==> src/hdl/tcw_pkg.sv <==
// shared types, codes and constants for the text console writer
`timescale 1ns / 1ps

package tcw_pkg;

    // default geometry
    localparam int DEF_COLUMNS = 80;
    localparam int DEF_ROWS    = 25;

    // request modes
    localparam logic [1:0] MODE_PUT   = 2'd0;
    localparam logic [1:0] MODE_SET   = 2'd1;
    localparam logic [1:0] MODE_CLEAR = 2'd2;
    localparam logic [1:0] MODE_READ  = 2'd3;

    // control characters
    localparam logic [7:0] CH_BACKSPACE = 8'd8;
    localparam logic [7:0] CH_TAB       = 8'd9;
    localparam logic [7:0] CH_NEWLINE   = 8'd10;
    localparam logic [7:0] BLANK_CHAR   = 8'h20;

    localparam int TAB_STEPS = 4;

    // colour after reset and the blank cell the store holds after reset
    localparam logic [7:0]  TEXT_COLOR_RESET = 8'd241;
    localparam logic [15:0] RESET_BLANK      = {TEXT_COLOR_RESET, BLANK_CHAR};

    typedef enum logic [2:0] {
        ST_INIT,
        ST_IDLE,
        ST_EXEC,
        ST_READ,
        ST_SCROLL,
        ST_BLANK,
        ST_CLEAR,
        ST_RESP
    } tcw_state_t;

    // commands from the controller to the datapath
    typedef struct packed {
        logic cap_req;
        logic exec;
        logic cap_cell;
        logic copy_step;
        logic fill_blank;
        logic fill_reset;
        logic load_rsp;
    } tcw_cmd_t;

    // status from the datapath to the controller
    typedef struct packed {
        logic is_read;
        logic is_clear;
        logic need_scroll;
        logic copy_end;
        logic sweep_last;
    } tcw_status_t;

endpackage

==> src/hdl/tcw_ctrl.sv <==
// controller state machine for the text console writer
`timescale 1ns / 1ps

module tcw_ctrl
    import tcw_pkg::*;
(
    input  logic        clk,
    input  logic        rst_n,
    input  logic        req_valid,
    output logic        req_ready,
    output logic        rsp_valid,
    input  logic        rsp_ready,
    input  tcw_status_t status,
    output tcw_cmd_t    cmd
);

    tcw_state_t state_reg;
    tcw_state_t state_next;
    logic       rsp_valid_reg;
    logic       rsp_valid_next;
    logic       out_free;

    assign out_free  = !rsp_valid_reg || rsp_ready;
    assign rsp_valid = rsp_valid_reg;

    // next state
    always_comb
    begin
        state_next = state_reg;
        case (state_reg)
            ST_INIT:
            begin
                if (status.sweep_last)
                    state_next = ST_IDLE;
            end
            ST_IDLE:
            begin
                if (req_valid)
                    state_next = ST_EXEC;
            end
            ST_EXEC:
            begin
                if (status.is_clear)
                    state_next = ST_CLEAR;
                else if (status.is_read)
                    state_next = ST_READ;
                else if (status.need_scroll)
                    state_next = ST_SCROLL;
                else if (out_free)
                    state_next = ST_IDLE;
                else
                    state_next = ST_RESP;
            end
            ST_READ:
            begin
                state_next = ST_RESP;
            end
            ST_SCROLL:
            begin
                if (status.copy_end)
                    state_next = ST_BLANK;
            end
            ST_BLANK, ST_CLEAR:
            begin
                if (status.sweep_last)
                    state_next = ST_RESP;
            end
            ST_RESP:
            begin
                if (out_free)
                    state_next = ST_IDLE;
            end
            default:
            begin
                state_next = ST_IDLE;
            end
        endcase
    end

    // outputs
    always_comb
    begin
        cmd       = '0;
        req_ready = 1'b0;
        case (state_reg)
            ST_INIT:
            begin
                cmd.fill_reset = 1'b1;
            end
            ST_IDLE:
            begin
                req_ready   = 1'b1;
                cmd.cap_req = req_valid;
            end
            ST_EXEC:
            begin
                cmd.exec     = 1'b1;
                cmd.load_rsp = !status.is_clear && !status.is_read &&
                               !status.need_scroll && out_free;
            end
            ST_READ:
            begin
                cmd.cap_cell = 1'b1;
            end
            ST_SCROLL:
            begin
                cmd.copy_step = 1'b1;
            end
            ST_BLANK, ST_CLEAR:
            begin
                cmd.fill_blank = 1'b1;
            end
            ST_RESP:
            begin
                cmd.load_rsp = out_free;
            end
            default:
            begin
                cmd = '0;
            end
        endcase
    end

    assign rsp_valid_next = cmd.load_rsp ? 1'b1 : (rsp_ready ? 1'b0 : rsp_valid_reg);

    always_ff @(posedge clk or negedge rst_n)
    begin
        if (!rst_n)
        begin
            state_reg     <= ST_INIT;
            rsp_valid_reg <= 1'b0;
        end
        else
        begin
            state_reg     <= state_next;
            rsp_valid_reg <= rsp_valid_next;
        end
    end

endmodule

==> config.mk <==
export PLATFORM = sky130hd
export DESIGN_NAME = tcw_ctrl
export DESIGN_NICKNAME = d
export VERILOG_FILES = /design/src/hdl/tcw_pkg.sv /design/src/hdl/tcw_ctrl.sv
export SDC_FILE = /design/constraint.sdc
export NUM_CORES = 1
export LEC_CHECK = 0
export ABC_AREA = 1
export BUFFER_PORTS_ARGS = -buffer_cell sky130_fd_sc_hd__buf_2
export CAP_MARGIN = 20
export CORE_AREA = 2 2 39 41
export CTS_BUF_LIST = sky130_fd_sc_hd__clkbuf_4 sky130_fd_sc_hd__clkbuf_8 sky130_fd_sc_hd__clkbuf_16
export CTS_CLUSTER_SIZE = 16
export DETAILED_ROUTE_END_ITERATION = 7
export DIE_AREA = 0 0 41 43
export GPL_TIMING_DRIVEN = 1
export PLACE_DENSITY = 0.54
export SYNTH_ARGS = -nofsm -noshare
export SYNTH_HDL_FRONTEND = slang
export SYNTH_SLANG_ARGS = --single-unit
==> constraint.sdc <==
create_clock -name clk -period 1.9 [get_ports clk]
set_input_delay 0.095 -clock clk [delete_from_list [all_inputs] [get_ports clk]]
set_output_delay 0.095 -clock clk [all_outputs]
set_load 0.02 [all_outputs]
### Yosys cells after proc, flatten, opt, wreduce, memory -nomap -nowiden

Index checks and enable logic that the tools add are counted.

* register bits: 4
* bits of input ports: 9
* output and inout port bits: 9

* eq/ne operators: 12
* mux-type cells: 20
* reductions and logical operators: 12

Operator list (number)
* 3-bit 2-to-1 mux: 9
* 3-bit one-hot mux with 7 select lines: 1
* 3-bit equality test (second input constant): 4
* 2-bit inequality test (second input constant): 5
* 1-bit 2-to-1 mux: 9
* 3-bit by 2-bit equality test with 1-bit output (second input constant): 2
* 5-bit AND reduction: 1
* 1-bit zero test: 4
* 3-bit by 1-bit equality test with 1-bit output (second input constant): 1
* 1-bit logical AND: 3
* 3-bit zero test: 1
* 1-bit one-hot mux with 2 select lines: 1
* 2-bit nonzero test: 1
* 2-bit OR reduction: 1
* 1-bit logical OR: 1

### Depth between registers and ports, before layout

Gate-level depths: netlist of the first run.

* word-level depth: 7
* depth in mapped cells: 9

### Worst setup path before layout of the first run

Ideal clock, no wire load.

* kind: reg2out
* start: register state_reg[2]
* end: output cmd[0] (netlist name)
* data arrival time: 1.246 ns
* slack: 0.559 ns
* stages on the path, launching flop included: 6
* path buffers: 2
* path through: dfrtp_1 > buf_4 > nor3_4 > nand4_1 > o21ai_0 > buf_4

RTL lines
* start, declared: RTL line tcw_ctrl.sv:17 `tcw_state_t state_reg;`
* start signal, assigned: RTL line tcw_ctrl.sv:135 `state_reg <= state_next;`
* end, declared: RTL line tcw_ctrl.sv:14 `output tcw_cmd_t cmd`

==> metrics.cfg, run 1 <==
[drt]
drc = 0
avgRoutedWirePerCell_um = 8.304
vias = 488
drt-pass1-iter-count = 4
drtAntennaViolNets = 0
wl_um = 930
drt_iter0_markers = 16
vias_per_cell = 4.357

[global_route]
grt_overflow = 0
first_global_vias = 421
grt_max_degree = 10
track_usage_pct = 12.44
antenna_found_initial = 0
grt_pass1_wl_mm = 1.559

[clocking]
clockBufferDepth = 2
clkLatencyLatePin_ps = 230
htree_levels = 1
cts-root-buf = clkbuf_4
clk_pin_slew_worst_paths_ps = 30
clkSinkCount = 4
cts_tree = yes
cts_resized = 0
numCtsBuffers = 3

[critical_path]
slowest_stage = dfrtp_1
max_stage_delay_ps = 470
crit_chain = nor3_4, nand4_1, o21ai_0, buf_2
reg2reg_depth = 7
arrival_ps = 1430
crit_required_ps = 1800
end_kind = output pin
path_class = flip-flop to output pin
cp-start-kind = flip-flop
worstPathMaxFanout = 8

[floorplanning]
die_y_um = 43
die-area_um2 = 1763
io_pins = 18
start_util_pct = 30.74
die_w_um = 41
rows = 14
design.core.area_um2 = 1384

[cells_and_area]
largest_register_ffs = 3
instances_no_fill = 112
nNetsFinal = 107
syn2layout_area_growth_pct = 27.06
final_area_um2 = 540.5
layout-drive-gt1-share_pct = 25.00
fin_util_pct = 39.06
nFillCells = 163
n_antenna_cell = 0

[run_status]
status = finished, final reports clean

[pwr]
clkPwrFrac_pct = 10.8
power_density_nw_per_um2 = 1699
combinationalPowerShare_pct = 65.6
p_sw_share_pct = 55.44
leakage_nw = 0.3775
switching_power_mw = 0.5092
ir_drop_mv = 0.5298
p_int_mw = 0.4093
p_seq_share_pct = 23.6

[sta]
setup_tns_ps = 0
setup_viol = 0
fmax_ghz = 0.6544
finalCriticalPeriod_ps = 1528
worst_pin_slew_ps = 320.3
grt_setup_unrepaired = no
slew_headroom_pct = 78.65
slew_viol_final = 0
hold_viol = 0
skew_ps = 0.1249
holdWs_ps = 202.1
post-route-period-util_pct = 80.43

[synth]
synthDistinctLibCells = 12
ys_seq_area_share_pct = 23.53
avgSynthCellArea_um2 = 5.454
synth_edf_count = 0
synth_seq_cells = 4
synth_nets = 87
yosysMostFrequentCell = nand2_1
synth_warnings = 0
ys.flop_type = dfrtp_1
synth.area.top_cells = nand2_1, dfrtp_1, inv_1, nand3_1, nor2_1
synth_top_area_cell = nand2_1
synth_top_cell_area_share_pct = 25.59
synthArstFlopShare_pct = 100.0
synth_cells = 78
syn_area_um2 = 425.4
synth_common_cells = nand2_1, inv_1, nand3_1, nor2_1, dfrtp_1

[placed_design]
dp.cells = 108
place.gp.congestion = 0.8112
dp_hpwl_um = 780
postPlaceCellArea_um2 = 508.0
port_buffers = 17

[worst_hold_path]
hp-class = input port to async pin

[run]
maxCapViolations = 0

cell usage in the layout, fill, tap and decap left out:
| cell | instances |
|---|---|
| nand4_1 | 2 |
| dlygate4sd3_1 | 1 |
| inv_2 | 2 |
| a21oi_1 | 1 |
| clkbuf_4 | 3 |
| nor2_1 | 9 |
| o21ai_0 | 3 |
| nand2_1 | 29 |
| nor3_4 | 1 |
| nor2_2 | 1 |
| buf_2 | 17 |
| dfrtp_1 | 4 |
| inv_1 | 14 |
| nand3_1 | 9 |
power groups by stage:
stage               logic (mW)  clock network [mW]  registers (mW)
detailed placement       0.604                   0           0.218
floorplan                0.526                   0           0.171
CTS                      0.607               0.104           0.217
global route             0.693               0.107           0.228
finish                   0.603              0.0992           0.217
global placement         0.613                   0           0.218
final cells by class:
class,count,area (µm²),share of cell area [%]
clock buffer,3,22.52,4.167
tap,16,20.02,3.704
sequential,4,100.1,18.52
timing repair buffer,18,95.09,17.59
inverter,16,60.06,11.11
multi-input combinational,55,242.7,44.91
stage by stage:
stage,power [mW],worst slack [ps]
2_1_floorplan,0.6977,558.8
3_3_place_gp,0.8303,589.2
3_5_place_dp,0.8219,595.9
4_1_cts,0.9280,351.0
5_1_grt,1.029,249.1
6_report,0.9185,371.8
worst max-delay path: cells and delay by family (launching register included):
family / cells / cell delay (ps)
AO/OA/AOI/OAI: 1 / 90
AND/OR/NAND/NOR: 2 / 470
flip-flops: 1 / 470
buffers and inverters: 1 / 180
kinds of logic after synthesis:
group | synth area share, %
flip-flops | 23.53
buffers and inverters | 19.41
AO/OA/AOI/OAI | 4.704
AND/OR/NAND/NOR | 52.35
final timing paths:
check	slack [ps]	startpoint	to
max	370	state_reg[2]	cmd[0]
min	200	rst_n	state_reg[1]
max reg2reg	620	state_reg[2]	state_reg[2]
min reg2reg	590	rsp_valid	rsp_valid
max in group asynchronous	1580	rst_n	state_reg[0]
min in group clk	210	status[4]	rsp_valid
timing repair:
item,in CTS,in global routing
buffers inserted,0,0
hold buffers,1,0
setup endpoints to repair,0,0
hold endpoints to repair,4,0
per-layer routing:
layer / share of wire [%] / vias up / track usage [%] / wire (µm)
met5: 0 / - / 0 / 0
met4: 0 / 0 / 6.000 / 0
met3: 7.4 / 0 / 0 / 69
met2: 46 / 21 / 19.38 / 424
met1: 47 / 195 / 16.99 / 436
li1: - / 272 / - / -
Power figures use the tool's default switching activity.
==> run 2: changes to the inputs <==
ABC_AREA = 0   (was 1)
PLACE_DENSITY = 0.56   (was 0.54)
clock period = 1.3 ns   (was 1.9 ns; I/O delays follow)
==> run 2 against run 1 <==
  * The run now ends with setup timing left
  * Largest power group unchanged
  * Clock skew rose by 1.1 ps
  * Critical path depth did not move
  * Clock-buffer cell count did not move
  * Register-to-register slack got worse by 640 ps
  * Design area rose by 33%
==> metrics.cfg, run 2 <==
[synth]
synth_edf_count = 0
synth_top_cell_area_share_pct = 24.02
synthDistinctLibCells = 24
ys.flop_type = dfrtp_1
yosysMostFrequentCell = nand2_1
ys_seq_area_share_pct = 24.02
synth_seq_cells = 4
synth_nets = 60
synth_top_area_cell = dfrtp_1
avgSynthCellArea_um2 = 8.170
synth_warnings = 0
syn_area_um2 = 416.7
synth.area.top_cells = dfrtp_1, buf_6, a2bb2oi_1, a21oi_1, nand2_1
synthArstFlopShare_pct = 100.0
synth_cells = 51
synth_common_cells = nand2_1, a21oi_1, dfrtp_1, inv_1

[placed_design]
port_buffers = 17
dp_hpwl_um = 713.6
postPlaceCellArea_um2 = 510.5
place.gp.congestion = 0.7901

[critical_path]
end_kind = output pin
slowest_stage = dfrtp_2
cp-start-kind = flip-flop
cp_top_family = flip-flops
max_stage_delay_ps = 470
arrival_ps = 1310
crit_chain = nor3_4, a22o_1, and3_1, buf_6
crit_buf_inv = 1
crit_required_ps = 1240
path_class = flip-flop to output pin
worstPathMaxFanout = 8

[floorplanning]
die_y_um = 43
design.core.area_um2 = 1384
die-area_um2 = 1763
rows = 14
io_pins = 18
start_util_pct = 30.11
die_w_um = 41

[cells_and_area]
multi_input_area_um2 = 296.5
syn2layout_area_growth_pct = 72.37
final_cell_mix = buf_4, buf_2, buf_6, nand2_1, a21oi_1
seq_area_um2 = 102.6
final_area_um2 = 718.2
n_antenna_cell = 0
nFillCells = 135
final_common_cell = buf_4
nNetsFinal = 94
layout-drive-gt1-share_pct = 61.45
largest_register_ffs = 3

[clocking]
cts_tree = yes
htree_levels = 1
cts-root-buf = clkbuf_4
clockBufferDepth = 2
clk_pin_slew_worst_paths_ps = 40
clkLatencyLatePin_ps = 240
numCtsBuffers = 3
clkSinkCount = 4

[pwr]
leakage_nw = 0.3427
switching_power_mw = 0.7901
finalPower_mw = 1.782
combinationalPowerShare_pct = 75.7
p_int_mw = 0.9917
p_sw_share_pct = 44.34
p_seq_share_pct = 15.4
clkPwrFrac_pct = 8.9
power_density_nw_per_um2 = 2481
ir_drop_mv = 1.167

[sta]
post-route-period-util_pct = 105.8
slew_headroom_pct = 84.35
setup_tns_ps = -228.9
slew_viol_final = 0
finalCriticalPeriod_ps = 1376
worst_pin_slew_ps = 232.8
fmax_ghz = 0.7268
hold_viol = 0
setup_viol = 5
grt_setup_unrepaired = yes
holdWs_ps = 159.4
skew_ps = 1.217
setup_ws_ps = -75.81

[drt]
drt_iter0_markers = 9
drc = 0
drtAntennaViolNets = 0
vias = 480
vias_per_cell = 4.848
avgRoutedWirePerCell_um = 12.23
wl_mm = 1.211
drt-pass1-iter-count = 2

[worst_hold_path]
hp-class = input port to async pin

[global_route]
first_global_vias = 440
grt_max_degree = 9
grt_pass1_wl_mm = 1.787
antenna_found_initial = 0
track_usage_pct = 15.31
grt_overflow = 0

[run_status]
violations = setup timing
status = finished, violations left

[run]
maxCapViolations = 0

run 2: cell types whose count changed after synthesis, moves of 3 or more:
cell       before  now
nand2_1        29    6
buf_6           0    3
nand2b_1        0    3
a21oi_1         1    5
a2bb2oi_1       0    3
nor2_1          9    2
inv_1          14    4
nand3_1         9    0
run 2: power by group through the flow:
stage / clock network, mW / registers [mW] / logic [mW]
2_1_floorplan: 0 / 0.248 / 0.740
6_report: 0.158 / 0.275 / 1.35
3_5_place_dp: 0 / 0.290 / 0.876
5_1_grt: 0.179 / 0.282 / 1.43
4_1_cts: 0.163 / 0.266 / 1.24
3_3_place_gp: 0 / 0.287 / 0.877
run 2: metal layers:
layer  track usage, %  vias up  share of wire, %  wire (µm)
met5                0        -                 0          0
met4            4.000        0                 0          0
met1            17.21      228                40        481
li1                 -      242                 -          -
met2            24.38       10                55        672
met3            7.853        0               4.7         57
run 2: final cells by class:
type | instances | area share [%]
tap | 16 | 2.787
sequential | 4 | 14.29
inverter | 4 | 2.439
multi-input combinational | 38 | 41.29
timing repair buffer | 34 | 36.06
clock buffer | 3 | 3.136
run 2: worst register-to-register path: cells and delay by family, from the launching register on:
family	cells	cell delay, ps
flops	1	470
compound gates	2	370
buf+inv	2	300
simple gates	1	90
run 2: cell families after synthesis:
family                 synth area share [%]
AND/OR/NAND/NOR                       37.24
buffers and inverters                 15.31
flip-flops                            24.02
AO/OA/AOI/OAI                         23.43
run 2: final timing paths:
path	startpoint	cells after the start	end	slack, ps
max	state_reg[0]	4	cmd[0]	-80
min	rst_n	2	state_reg[1]	160
max reg2reg	state_reg[0]	5	state_reg[1]	-20
min reg2reg	rsp_valid	2	rsp_valid	580
max in group asynchronous	rst_n	2	state_reg[2]	1010
min in group clk	rsp_ready	3	rsp_valid	190
run 2: what timing repair did:
| action | CTS | global route |
|---|---|---|
| setup endpoints to repair | 7 | 9 |
| resized for setup | 19 | 8 |
| pin swaps | 6 | 2 |
| endpoints found under the hold margin | 4 | 0 |
| hold buffers | 1 | 0 |
| buffers inserted | 11 | 1 |
run 2: metrics by stage:
stage          setup WS [ps]  cells  utilization (%)
2_1_floorplan          9.579     51                -
3_3_place_gp           9.419     84            36.89
3_5_place_dp          -23.25     84            36.89
4_1_cts               -66.79     98            49.19
5_1_grt               -123.0     99            51.90
6_report              -75.81     99            51.90
==> run 3: changes to the inputs <==
CELL_PAD_IN_SITES_DETAIL_PLACEMENT = 1   (was not set)
CELL_PAD_IN_SITES_GLOBAL_PLACEMENT = 1   (was not set)
CORE_AREA = not set   (was 2 2 39 41)
CORE_MARGIN = 2   (was not set)
CORE_UTILIZATION = 28   (was not set)
DIE_AREA = not set   (was 0 0 41 43)
PLACE_DENSITY = 0.68   (was 0.56)
REMOVE_ABC_BUFFERS = 1   (was not set)
SLEW_MARGIN = 20   (was not set)
==> run 3 against run 2 <==
  * The run still ends with setup timing left
  * Register-to-register slack is essentially flat
  * Global-route usage grew 3.1 points
  * Non-clock buffer count up 3
  * Hold slack lost 4.5 ps
  * Cell count grew 2.0%
  * Setup slack improved by 6.8 ps
  * Core utilization rose by 5.9 points
  * Total power increased by 15%
  * Sequential power hardly changed
  * Fmax is 0.50% higher
  * Clock-buffer cell count unchanged
==> metrics.cfg, run 3 (same netlist as run 2, synthesis figures left out) <==
[cells_and_area]
nNetsFinal = 97
largest_register_ffs = 3
n_antenna_cell = 0
final_cell_mix = buf_4, buf_6, buf_2, nand2_1
syn2layout_area_growth_pct = 87.39
layout-drive-gt1-share_pct = 63.95
final_common_cell = buf_4
nFillCells = 168

[drt]
drt-pass1-iter-count = 4
drc = 0
drt_iter0_markers = 8
drtAntennaViolNets = 0
avgRoutedWirePerCell_um = 13.89
vias = 511
wl_mm = 1.403
vias_per_cell = 5.059

[critical_path]
crit_chain = buf_6, nor3b_4, and2_1, buf_6
crit_buf_inv = 2
arrival_ps = 1300
end_kind = output pin
path_class = flip-flop to output pin
slowest_stage = dfrtp_1
crit_required_ps = 1240
cp_top_family = flip-flops
max_stage_delay_ps = 420
worstPathMaxFanout = 7
cp-start-kind = flip-flop
cp_common_cell = buf_6

[floorplanning]
io_pins = 18
die-area_um2 = 1813
start_util_pct = 30.86
die_w_um = 42.58
die_y_um = 42.58
rows = 13
design.core.area_um2 = 1350

[pwr]
leakage_nw = 0.3680
finalPower_mw = 2.043
ir_drop_mv = 1.134
power_density_nw_per_um2 = 2616

[sta]
post-route-period-util_pct = 105.3
finalCriticalPeriod_ps = 1369
skew_ps = 4.994
setup_tns_ps = -320.5
slew_viol_final = 0
holdWs_ps = 154.9
fmax_ghz = 0.7305
hold_viol = 0
worst_pin_slew_ps = 226.6
slew_headroom_pct = 84.76
setup_viol = 8
setup_ws_ps = -68.97
grt_setup_unrepaired = yes

[run]
maxCapViolations = 0

[clocking]
cts_tree = yes
clockBufferDepth = 2
htree_levels = 1
clkLatencyLatePin_ps = 250
cts-root-buf = clkbuf_4
clkSinkCount = 4
clk_pin_slew_worst_paths_ps = 40
numCtsBuffers = 3

[global_route]
first_global_vias = 536
grt_max_degree = 8
track_usage_pct = 18.41
grt_overflow = 0
grt_pass1_wl_mm = 2.373
antenna_found_initial = 0

[placed_design]
dp_hpwl_um = 947.6
port_buffers = 17
place.gp.congestion = 0.7755

[run_status]
status = finished, violations left
violations = setup timing

[worst_hold_path]
hp-class = input port to async pin

-- run 3: per-layer routing --
metal / up-vias / global-route usage, % / share of wire, %
li1: 250 / - / -
met1: 237 / 18.81 / 39
met2: 20 / 33.23 / 54
met3: 4 / 5.603 / 5.4
met4: 0 / 9.375 / 1.7
met5: - / 0 / 0
-- run 3: what timing repair did --
item,CTS,global route
hold buffers,1,0
pin swaps,8,2
endpoints found under the setup margin,9,10
hold endpoints to repair,4,0
gates resized for setup,20,13
buffers inserted,11,2
-- run 3: worst paths after layout --
| kind | start | end | slack [ps] | cells past startpoint |
|---|---|---|---|---|
| max in group asynchronous | rst_n | state_reg[0] | 1000 | 2 |
| min in group clk | status[3] | state_reg[2] | 210 | 3 |
| max | state_reg[2] | cmd[6] | -70 | 4 |
| min | rst_n | state_reg[2] | 150 | 2 |
| max reg2reg | state_reg[0] | state_reg[1] | -20 | 5 |
| min reg2reg | rsp_valid | rsp_valid | 630 | 2 |
-- run 3: area by class of cell --
class / count / area, µm² / share of cell area, %
tap: 15 / 18.77 / 2.404
multi-input combinational: 38 / 312.8 / 40.06
sequential: 4 / 101.3 / 12.98
timing repair buffer: 37 / 307.8 / 39.42
inverter: 4 / 17.52 / 2.244
clock buffer: 3 / 22.52 / 2.885
-- run 3: report_power, final --
group	switching, mW	leakage [nW]	total (mW)	internal (mW)
logic	0.731	0.311	1.60	0.870
registers	0.0825	0.0433	0.273	0.190
clock network	0.0644	0.0138	0.169	0.104
total	0.878	0.368	2.04	1.16
-- run 3: through the flow --
step                area, µm²  instances  worst slack (ps)  utilization [%]
floorplan               367.9         46            -114.1                -
global placement        529.3         84             17.60            39.20
detailed placement      529.3         84            -72.94            39.20
CTS                     711.9         99            -73.10            52.73
global route            780.7        101            -146.4            57.83
finish                  780.7        101            -68.97            57.83
